==> src/rtl/dhbd_pkg.sv <==
// Shared types, constants and the exponent constant table for the box decoder.
// Used by dhbd_ctrl, dhbd_datapath and detection_head_box_decode.
`timescale 1ns / 1ps

package dhbd_pkg;

  localparam int CLASS_COUNT = 80;
  localparam int SIGMOID_TABLE_BITS = 10;
  localparam int SIG_SHIFT = 16 - SIGMOID_TABLE_BITS;

  localparam logic [7:0] CLASS_LIMIT = 8'(CLASS_COUNT);
  localparam logic [7:0] POS_OBJECT = 8'd4;
  localparam logic [7:0] POS_CLASS = 8'd5;
  localparam logic [7:0] POS_MAX = 8'd255;

  localparam logic [4:0] EXP_LAST = 5'd14;
  localparam logic [4:0] DIV_LAST = 5'd16;

  localparam logic [7:0] CFG_OBJECT_THRESHOLD = 8'd0;
  localparam logic [7:0] CFG_CLASS_THRESHOLD = 8'd1;
  localparam logic [7:0] CFG_SCALE_X = 8'd2;
  localparam logic [7:0] CFG_SCALE_Y = 8'd3;

  typedef struct packed {
    logic signed [15:0] logit;
    logic [7:0] cell_x;
    logic [7:0] cell_y;
    logic [2:0] stride_log2;
    logic [11:0] anchor_width;
    logic [11:0] anchor_height;
    logic last_of_cell;
  } item_t;

  typedef struct packed {
    logic signed [15:0] box_left;
    logic signed [15:0] box_top;
    logic [15:0] box_width;
    logic [15:0] box_height;
    logic [7:0] class_index;
    logic [15:0] confidence;
  } box_t;

  typedef enum logic [3:0] {
    S_IDLE,
    S_DECIDE,
    S_EXP,
    S_DIV_INIT,
    S_DIV,
    S_SIG_END,
    S_BOX1,
    S_BOX2,
    S_BOX3,
    S_BOX4,
    S_OUT
  } state_t;

  typedef struct packed {
    logic accept;
    logic sig_start;
    logic sig_sel_best;
    logic exp_step;
    logic div_start;
    logic div_step;
    logic write_elem;
    logic write_conf;
    logic box1;
    logic box2;
    logic box3;
    logic box4;
    logic out_load;
  } cmd_t;

  typedef struct packed {
    logic needs_sig;
    logic last;
    logic obj_pass;
    logic conf_pass;
    logic exp_done;
    logic div_done;
    logic out_free;
  } stat_t;

  // e^-(2^b/256) in Q32.
  function automatic logic [31:0] exp_const(input logic [3:0] b);
    logic [31:0] c;
    unique case (b)
      4'd0: c = 32'd4278222805;
      4'd1: c = 32'd4261543592;
      4'd2: c = 32'd4228380001;
      4'd3: c = 32'd4162825044;
      4'd4: c = 32'd4034748382;
      4'd5: c = 32'd3790295336;
      4'd6: c = 32'd3344923894;
      4'd7: c = 32'd2605029343;
      4'd8: c = 32'd1580030169;
      4'd9: c = 32'd581260640;
      4'd10: c = 32'd78665070;
      4'd11: c = 32'd1440802;
      4'd12: c = 32'd483;
      default: c = 32'd0;
    endcase
    return c;
  endfunction

endpackage

==> src/rtl/dhbd_ctrl.sv <==
// Controller state machine of the box decoder.
// Depends on dhbd_pkg; drives the datapath through cmd_t and reads stat_t.
`timescale 1ns / 1ps

module dhbd_ctrl (
  input  logic clk,
  input  logic rst,
  input  logic item_valid,
  output logic item_stall,
  input  dhbd_pkg::stat_t stat,
  output dhbd_pkg::cmd_t cmd
);

  dhbd_pkg::state_t state, state_next;
  logic for_conf, for_conf_next;

  always_ff @(posedge clk) begin
    if (rst) begin
      state <= dhbd_pkg::S_IDLE;
      for_conf <= 1'b0;
    end else begin
      state <= state_next;
      for_conf <= for_conf_next;
    end
  end

  always_comb begin
    state_next = state;
    for_conf_next = for_conf;
    cmd = '0;
    item_stall = 1'b1;
    unique case (state)
      dhbd_pkg::S_IDLE: begin
        item_stall = 1'b0;
        if (item_valid) begin
          cmd.accept = 1'b1;
          state_next = dhbd_pkg::S_DECIDE;
        end
      end
      dhbd_pkg::S_DECIDE: begin
        if (stat.needs_sig) begin
          cmd.sig_start = 1'b1;
          for_conf_next = 1'b0;
          state_next = dhbd_pkg::S_EXP;
        end else if (stat.last && stat.obj_pass) begin
          cmd.sig_start = 1'b1;
          cmd.sig_sel_best = 1'b1;
          for_conf_next = 1'b1;
          state_next = dhbd_pkg::S_EXP;
        end else begin
          state_next = dhbd_pkg::S_IDLE;
        end
      end
      dhbd_pkg::S_EXP: begin
        cmd.exp_step = 1'b1;
        if (stat.exp_done) state_next = dhbd_pkg::S_DIV_INIT;
      end
      dhbd_pkg::S_DIV_INIT: begin
        cmd.div_start = 1'b1;
        state_next = dhbd_pkg::S_DIV;
      end
      dhbd_pkg::S_DIV: begin
        cmd.div_step = 1'b1;
        if (stat.div_done) state_next = dhbd_pkg::S_SIG_END;
      end
      dhbd_pkg::S_SIG_END: begin
        if (!for_conf) begin
          cmd.write_elem = 1'b1;
          state_next = dhbd_pkg::S_IDLE;
        end else if (stat.conf_pass) begin
          cmd.write_conf = 1'b1;
          state_next = dhbd_pkg::S_BOX1;
        end else begin
          state_next = dhbd_pkg::S_IDLE;
        end
      end
      dhbd_pkg::S_BOX1: begin
        cmd.box1 = 1'b1;
        state_next = dhbd_pkg::S_BOX2;
      end
      dhbd_pkg::S_BOX2: begin
        cmd.box2 = 1'b1;
        state_next = dhbd_pkg::S_BOX3;
      end
      dhbd_pkg::S_BOX3: begin
        cmd.box3 = 1'b1;
        state_next = dhbd_pkg::S_BOX4;
      end
      dhbd_pkg::S_BOX4: begin
        cmd.box4 = 1'b1;
        state_next = dhbd_pkg::S_OUT;
      end
      dhbd_pkg::S_OUT: begin
        if (stat.out_free) begin
          cmd.out_load = 1'b1;
          state_next = dhbd_pkg::S_IDLE;
        end
      end
      default: state_next = dhbd_pkg::S_IDLE;
    endcase
  end

endmodule

==> config.mk <==
export PLATFORM = sky130hd
export DESIGN_NAME = dhbd_ctrl
export DESIGN_NICKNAME = d
export VERILOG_FILES = /design/src/rtl/dhbd_pkg.sv /design/src/rtl/dhbd_ctrl.sv
export SDC_FILE = /design/constraint.sdc
export NUM_CORES = 1
export LEC_CHECK = 0
export ABC_CLOCK_PERIOD_IN_PS = 1800
export BUFFER_PORTS_ARGS = -buffer_cell sky130_fd_sc_hd__buf_4
export CAP_MARGIN = 20
export CORE_AREA = 5 5 42 44
export CTS_BUF_LIST = sky130_fd_sc_hd__clkbuf_16
export DETAILED_ROUTE_END_ITERATION = 10
export DIE_AREA = 0 0 47 49
export SLEW_MARGIN = 15
export SYNTH_ARGS = -nofsm -noshare
export SYNTH_HDL_FRONTEND = slang
export SYNTH_SLANG_ARGS = --single-unit
==> constraint.sdc <==
create_clock -name clk -period 1.8 [get_ports clk]
set_input_delay 0.36 -clock clk [delete_from_list [all_inputs] [get_ports clk]]
set_output_delay 0.36 -clock clk [all_outputs]
set_load 0.05 [all_outputs]
==> results.cfg, run 1 <==
[run_status]
outcome = finished, final reports clean

[flow_run]
drv_cap = 0

[drt]
drt_pass1_iterations = 4
drt-vias-per-instance = 4.97
vias = 492
drtAntennaViolNets = 0
drt_iter0_drc = 6
post-route-drc-count = 0
routed_wirelength_mm = 1.18
avgRoutedWirePerCell_um = 11.9

[power]
powerDensity_nw_per_um2 = 893
finalPower_w = 0.000622
leakage_nw = 0.336
ir_drop_uv = 490

[placed_design]
portBuffers = 23
placed_cells = 95
dp_hpwl_um = 907
placed_area_um2 = 607
gp_congestion = 0.768
pre_cts_slack_ns = 0.211

[timing]
finalSetupViolations = 0
max_clock_freq_mhz = 579
setup_ws_ns = 0.0722
skew_ns = 0.00200
hold_viol_final = 0
period_needed_ns = 1.73
fin_crit_sh_pct = 96.0
drv_slew = 0
slew_headroom_pct = 80.0
rsz0062_at_grt = true
tightestPinTransition_ns = 0.299

[synth]
synthesis.nets = 69
synth.distinct_cells = 23
synth_seq_cells = 5
seq_area_frac_synth_pct = 24.0
ys_warn_count = 0
syn_avg_cell_area_um2 = 7.06
syn-cell-area_um2 = 417
netlist_instances = 59

[grt]
gr-total-overflow = 0
grt_antenna_before_repair = 0
grt_pass1_vias = 448
grt_pass1_wl_mm = 1.99
grt_use_total_pct = 11.5
grt_max_degree = 16

[layout]
n_antenna_cell = 0
final_area_um2 = 697
drive_gt1_share_pct = 47.0
fillers = 148
nNetsFinal = 94
utilization_pct = 49.7
final_cells = 99
area_delta_synth_final_pct = 67.3

[setup_path]
startpoint_type = flip-flop
critPathKind = flip-flop to output pin
required_ns = 1.44
cp.arrival_ns = 1.37
crit_fanout = 13
cp-end-kind = output pin

[floorplan]
ios = 24
core_region_area_um2 = 1400
chipWidth_um = 47
rows = 14
die_area_um2 = 2300
die_h_um = 49
initial_core_util_pct = 29.7

[clock_network]
htreeDepth = 1
cts.clk_slew.worst_paths_ns = 0.03
clock-sinks = 5
root_buffer = clkbuf_16
clock_latency_ns = 0.23
cts_tree = done
numCtsBuffers = 3
clockBufferDepth = 2

[min_path]
hold_path.class = input port to flip-flop
kinds of logic after synthesis:
group | share of synthesized area, %
AO/OA/AOI/OAI | 18.3
flip-flops | 24.0
buffers and inverters | 8.71
AND/OR/NAND/NOR | 49.0
final cells by class:
| type | count | area, um2 | area share (%) |
|---|---|---|---|
| clock inverter | 1 | 3.75 | 0.539 |
| tap | 16 | 20.0 | 2.87 |
| sequential | 5 | 105 | 15.1 |
| multi-input combinational | 47 | 302 | 43.3 |
| inverter | 3 | 11.3 | 1.62 |
| timing repair buffer | 24 | 180 | 25.9 |
| clock buffer | 3 | 75.1 | 10.8 |
power by group:
part	switching (W)	internal [W]
Combinational	0.0000784	0.0000518
Sequential	0.0000125	0.000118
Clock	0.0000737	0.000288
through the flow:
stage	hold slack [ns]	TNS [ns]
floorplan	0.429	-0.524
global placement	0.561	0
detailed placement	0.559	0
CTS	0.322	0
global route	0.328	-0.0222
finish	0.321	0
placed cells by master, fill, tap and decap left out, types with 2 or more instances in the layout:
cell / instances
a211oi_1: 2
nor3_1: 3
buf_4: 24
clkbuf_16: 3
a21oi_1: 2
inv_1: 4
nand2b_1: 2
dfxtp_2: 4
nor2b_1: 2
and3_1: 3
nor2_1: 9
nor3_2: 3
o21ai_0: 4
nand2_1: 5
sequential cells by signal (all words and copies together), names as in the netlist:
| name | count |
|---|---|
| state | 4 |
| for_conf | 1 |
what timing repair did:
action / in CTS / in global routing
hold buffers: 0 / 0
setup buffers: 0 / 0
gates resized for setup: 2 / 5
setup endpoints to repair: 3 / 4
pin swaps: 1 / 1
cells in the mapped netlist:
| cell type | count | share of area (%) |
|---|---|---|
| nor2b_2 | 1 | 2.1 |
| nor3_1 | 6 | 7.2 |
| nor4b_4 | 1 | 5.7 |
| nand2_1 | 5 | 4.5 |
| inv_1 | 3 | 2.7 |
| nor2_1 | 9 | 8.1 |
| and4_1 | 1 | 2.1 |
| dfxtp_1 | 5 | 24 |
| buf_4 | 2 | 3.6 |
| o21ai_0 | 5 | 6.0 |
| nand3_1 | 1 | 1.2 |
| and2_1 | 1 | 1.5 |
| a211oi_1 | 2 | 3.6 |
| buf_2 | 2 | 2.4 |
| and4b_1 | 1 | 2.4 |
| a21oi_1 | 2 | 2.4 |
| a31oi_1 | 1 | 1.5 |
| o221a_2 | 1 | 2.7 |
| and3_1 | 3 | 4.5 |
| nand2b_1 | 3 | 4.5 |
| and3b_1 | 1 | 2.1 |
| nor2b_1 | 2 | 3.0 |
| a2bb2oi_1 | 1 | 2.1 |
final timing paths:
check,startpoint,end,slack [ns],cells after the start
worst max-delay path,state[2],cmd[10],0.07,4
worst min-delay path,rst,state[1],0.32,2
worst max register to register,state[2],for_conf,0.61,3
worst min register to register,state[1],state[1],0.57,2
critical path, cell delays in order (launching register included):
cell     delay (ns)
dfxtp_2        0.38
nor4b_4        0.38
nand2_1        0.08
nor2_1         0.10
buf_4          0.20
metal layers:
metal  vias to the layer above  GRT usage (%)  share of wire, %
li1                        255              -                 -
met1                       227           14.9                42
met2                         8           16.5                51
met3                         2           4.43               4.8
met4                         0           5.07               1.8
met5                         -              0                 0
Power figures use the tool's default switching activity.
==> run 2, diff against run 1 <==
- ABC_AREA: unset -> 1
==> run 2 against run 1 <==
  * Final cell count rose by 13%
  * Combinational power rose by 34%
  * Critical path type unchanged
  * Design area rose by 1.1%
  * Global-route usage rose by 0.42 points
  * Largest cell class unchanged
  * Sequential share of layout area fell by 0.16 points
==> results.cfg, run 2 <==
[run_status]
outcome = finished, final reports clean

[timing]
fin_worst_hold_slack_ns = 0.323
hold_viol_final = 0
period_needed_ns = 1.68
fin_crit_sh_pct = 93.6
setup_ws_ns = 0.116
drv_slew = 0
max_clock_freq_mhz = 594
tightestPinTransition_ns = 0.295
skew_ns = 0.000732
finalSetupViolations = 0
slew_headroom_pct = 80.3
rsz0062_at_grt = false

[grt]
grt_max_degree = 9
gr-total-overflow = 0
grt_antenna_before_repair = 0
grt_pass1_vias = 507
grt_use_total_pct = 12.0
grt_pass1_wl_mm = 2.00

[layout]
layout_commonest_cell = buf_4
regMostFlops = state
fillers = 151
top_regs = state x4, for_conf x1
area_delta_synth_final_pct = 73.8
regArea_um2 = 105
layout_common_cells = buf_4 (23), nand2_1 (14), inv_1 (10)
nNetsFinal = 107
final_cells = 112
drive_gt1_share_pct = 51.0
final_area_um2 = 704
n_antenna_cell = 0
multi_input_area_um2 = 272
largest_reg_flops = 4

[synth]
synth_edf_count = 0
synth_top_family_by_area = simple AND/OR/NAND/NOR gates
yosysTopAreaCell = dfxtp_1
synthSimpleGateAreaFrac_pct = 50.3
dominantRegCellSynth = dfxtp_1
netlist_instances = 70
synth.distinct_cells = 19
synthesis.nets = 80
seq_area_frac_synth_pct = 24.7
syn-cell-area_um2 = 405
synth_most_common_cell = nand2_1
synth_xor_area_share_pct = 0
synth_seq_cells = 5
synth_adder_area_share_pct = 0
synth_top_area_share_pct = 24.7
async_flop_share_pct = 0
synthTopCellsByArea = dfxtp_1 (25%), nand2_1 (13%), inv_1 (8.3%)
syn_avg_cell_area_um2 = 5.79
synth_compound_area_share_pct = 9.88
muxShareOfSynthArea_pct = 0
synthTopCellsByCount = nand2_1 (14), inv_1 (9), nor2_1 (7), nand3_1 (6), nor3_1 (6)
ys_warn_count = 0

[clock_network]
clock_latency_ns = 0.22
numCtsBuffers = 3
clock-sinks = 5
cts_tree = done
clockBufferDepth = 2
postCtsSetupBuffers = 0
root_buffer = clkbuf_16
cts.clk_slew.worst_paths_ns = 0.03
htreeDepth = 1

[placed_design]
gp_congestion = 0.770
placed_cells = 108
placed_area_um2 = 616
portBuffers = 23
dp_hpwl_mm = 1.01
pre_cts_slack_ns = 0.243

[setup_path]
worstPathCellList = inv_2, nor2_1, nand3_1, clkinv_1, nand2_1, inv_1, buf_4
crit_slowest_cell = dfxtp_2
cp-end-kind = output pin
crit_fanout = 7
critPathKind = flip-flop to output pin
cp.arrival_ns = 1.32
required_ns = 1.44
rrSetupSlack_ns = 0.65
critPathMaxStageDelay_ns = 0.39
startpoint_type = flip-flop

[drt]
drt-vias-per-instance = 4.52
drtAntennaViolNets = 0
avgRoutedWirePerCell_um = 10.5
drt_pass1_iterations = 2
post-route-drc-count = 0
drt_iter0_drc = 6
vias = 506
routed_wirelength_mm = 1.17

[floorplan]
rows = 14
die_area_um2 = 2300
initial_core_util_pct = 28.9
core_region_area_um2 = 1400
die_h_um = 49
ios = 24
chipWidth_um = 47

[power]
powerDensity_nw_per_um2 = 941
leakage_nw = 0.386
finalPower_w = 0.000663
ir_drop_uv = 737

[flow_run]
drv_cap = 0

[min_path]
hold_path.class = input port to flip-flop
run 2: cell count changes in the layout (fill, tap and decap cells not counted), sizes merged, moves of 2 or more:
cell / delta
a211oi: -2
a21oi: +2
inv: +11
nand3: +6
nor2: +2
nor2b: -3
and3: -3
nand2b: -3
nand2: +11
o21ai: -3
run 2: cell type report:
| class | instances | share of cell area (%) |
|---|---|---|
| repair buffers | 23 | 24.5 |
| multi-input cells | 49 | 38.5 |
| well taps | 16 | 2.84 |
| clock inverters | 1 | 0.533 |
| inverters | 15 | 7.99 |
| clock buffers | 3 | 10.7 |
| flip-flops and latches | 5 | 14.9 |
run 2: report_power, final:
part           internal [W]  total (W)  switching (W)
registers          0.000121   0.000136      0.0000151
clock network      0.000287   0.000352      0.0000654
logic             0.0000572   0.000174       0.000117
run 2: timing repair:
action,CTS,global route
resized for setup,1,4
hold buffers,0,0
endpoints found under the hold margin,0,0
endpoints found under the setup margin,1,2
pin swaps,0,1
run 2: final timing paths:
kind	startpoint	cells after the start	to
worst min-delay path	rst	2	state[1]
worst min register to register	state[0]	1	state[0]
worst max-delay path	state[0]	7	cmd[10]
worst max register to register	state[3]	7	state[1]
run 2: cell families (layout without fill, tap and decap cells):
logic type             Yosys count  in the layout
AOI/OAI and AO/OA                7              7
buffers and inverters           16             42
DFF                              5              5
and+or+nand+nor                 42             42
run 2: through the flow:
step / TNS (ns) / utilization (%)
after global routing: 0 / 50.3
after CTS: 0 / 49.6
after global placement: 0 / 43.9
after detailed placement: 0 / 43.9
final: 0 / 50.3
after floorplan: -0.0571 / -
run 2: layer usage:
layer	vias up	GRT usage, %	wire length [um]
met5	-	0	0
met2	15	17.2	563
met1	221	13.6	482
met3	0	9.59	127
met4	0	2.76	0
li1	270	-	-
run 2: worst max-delay path: cells and delay by family, from the launching register on:
family	cells	cell delay (ns)
DFF	1	0.39
buffers and inverters	4	0.38
and+or+nand+nor	3	0.32
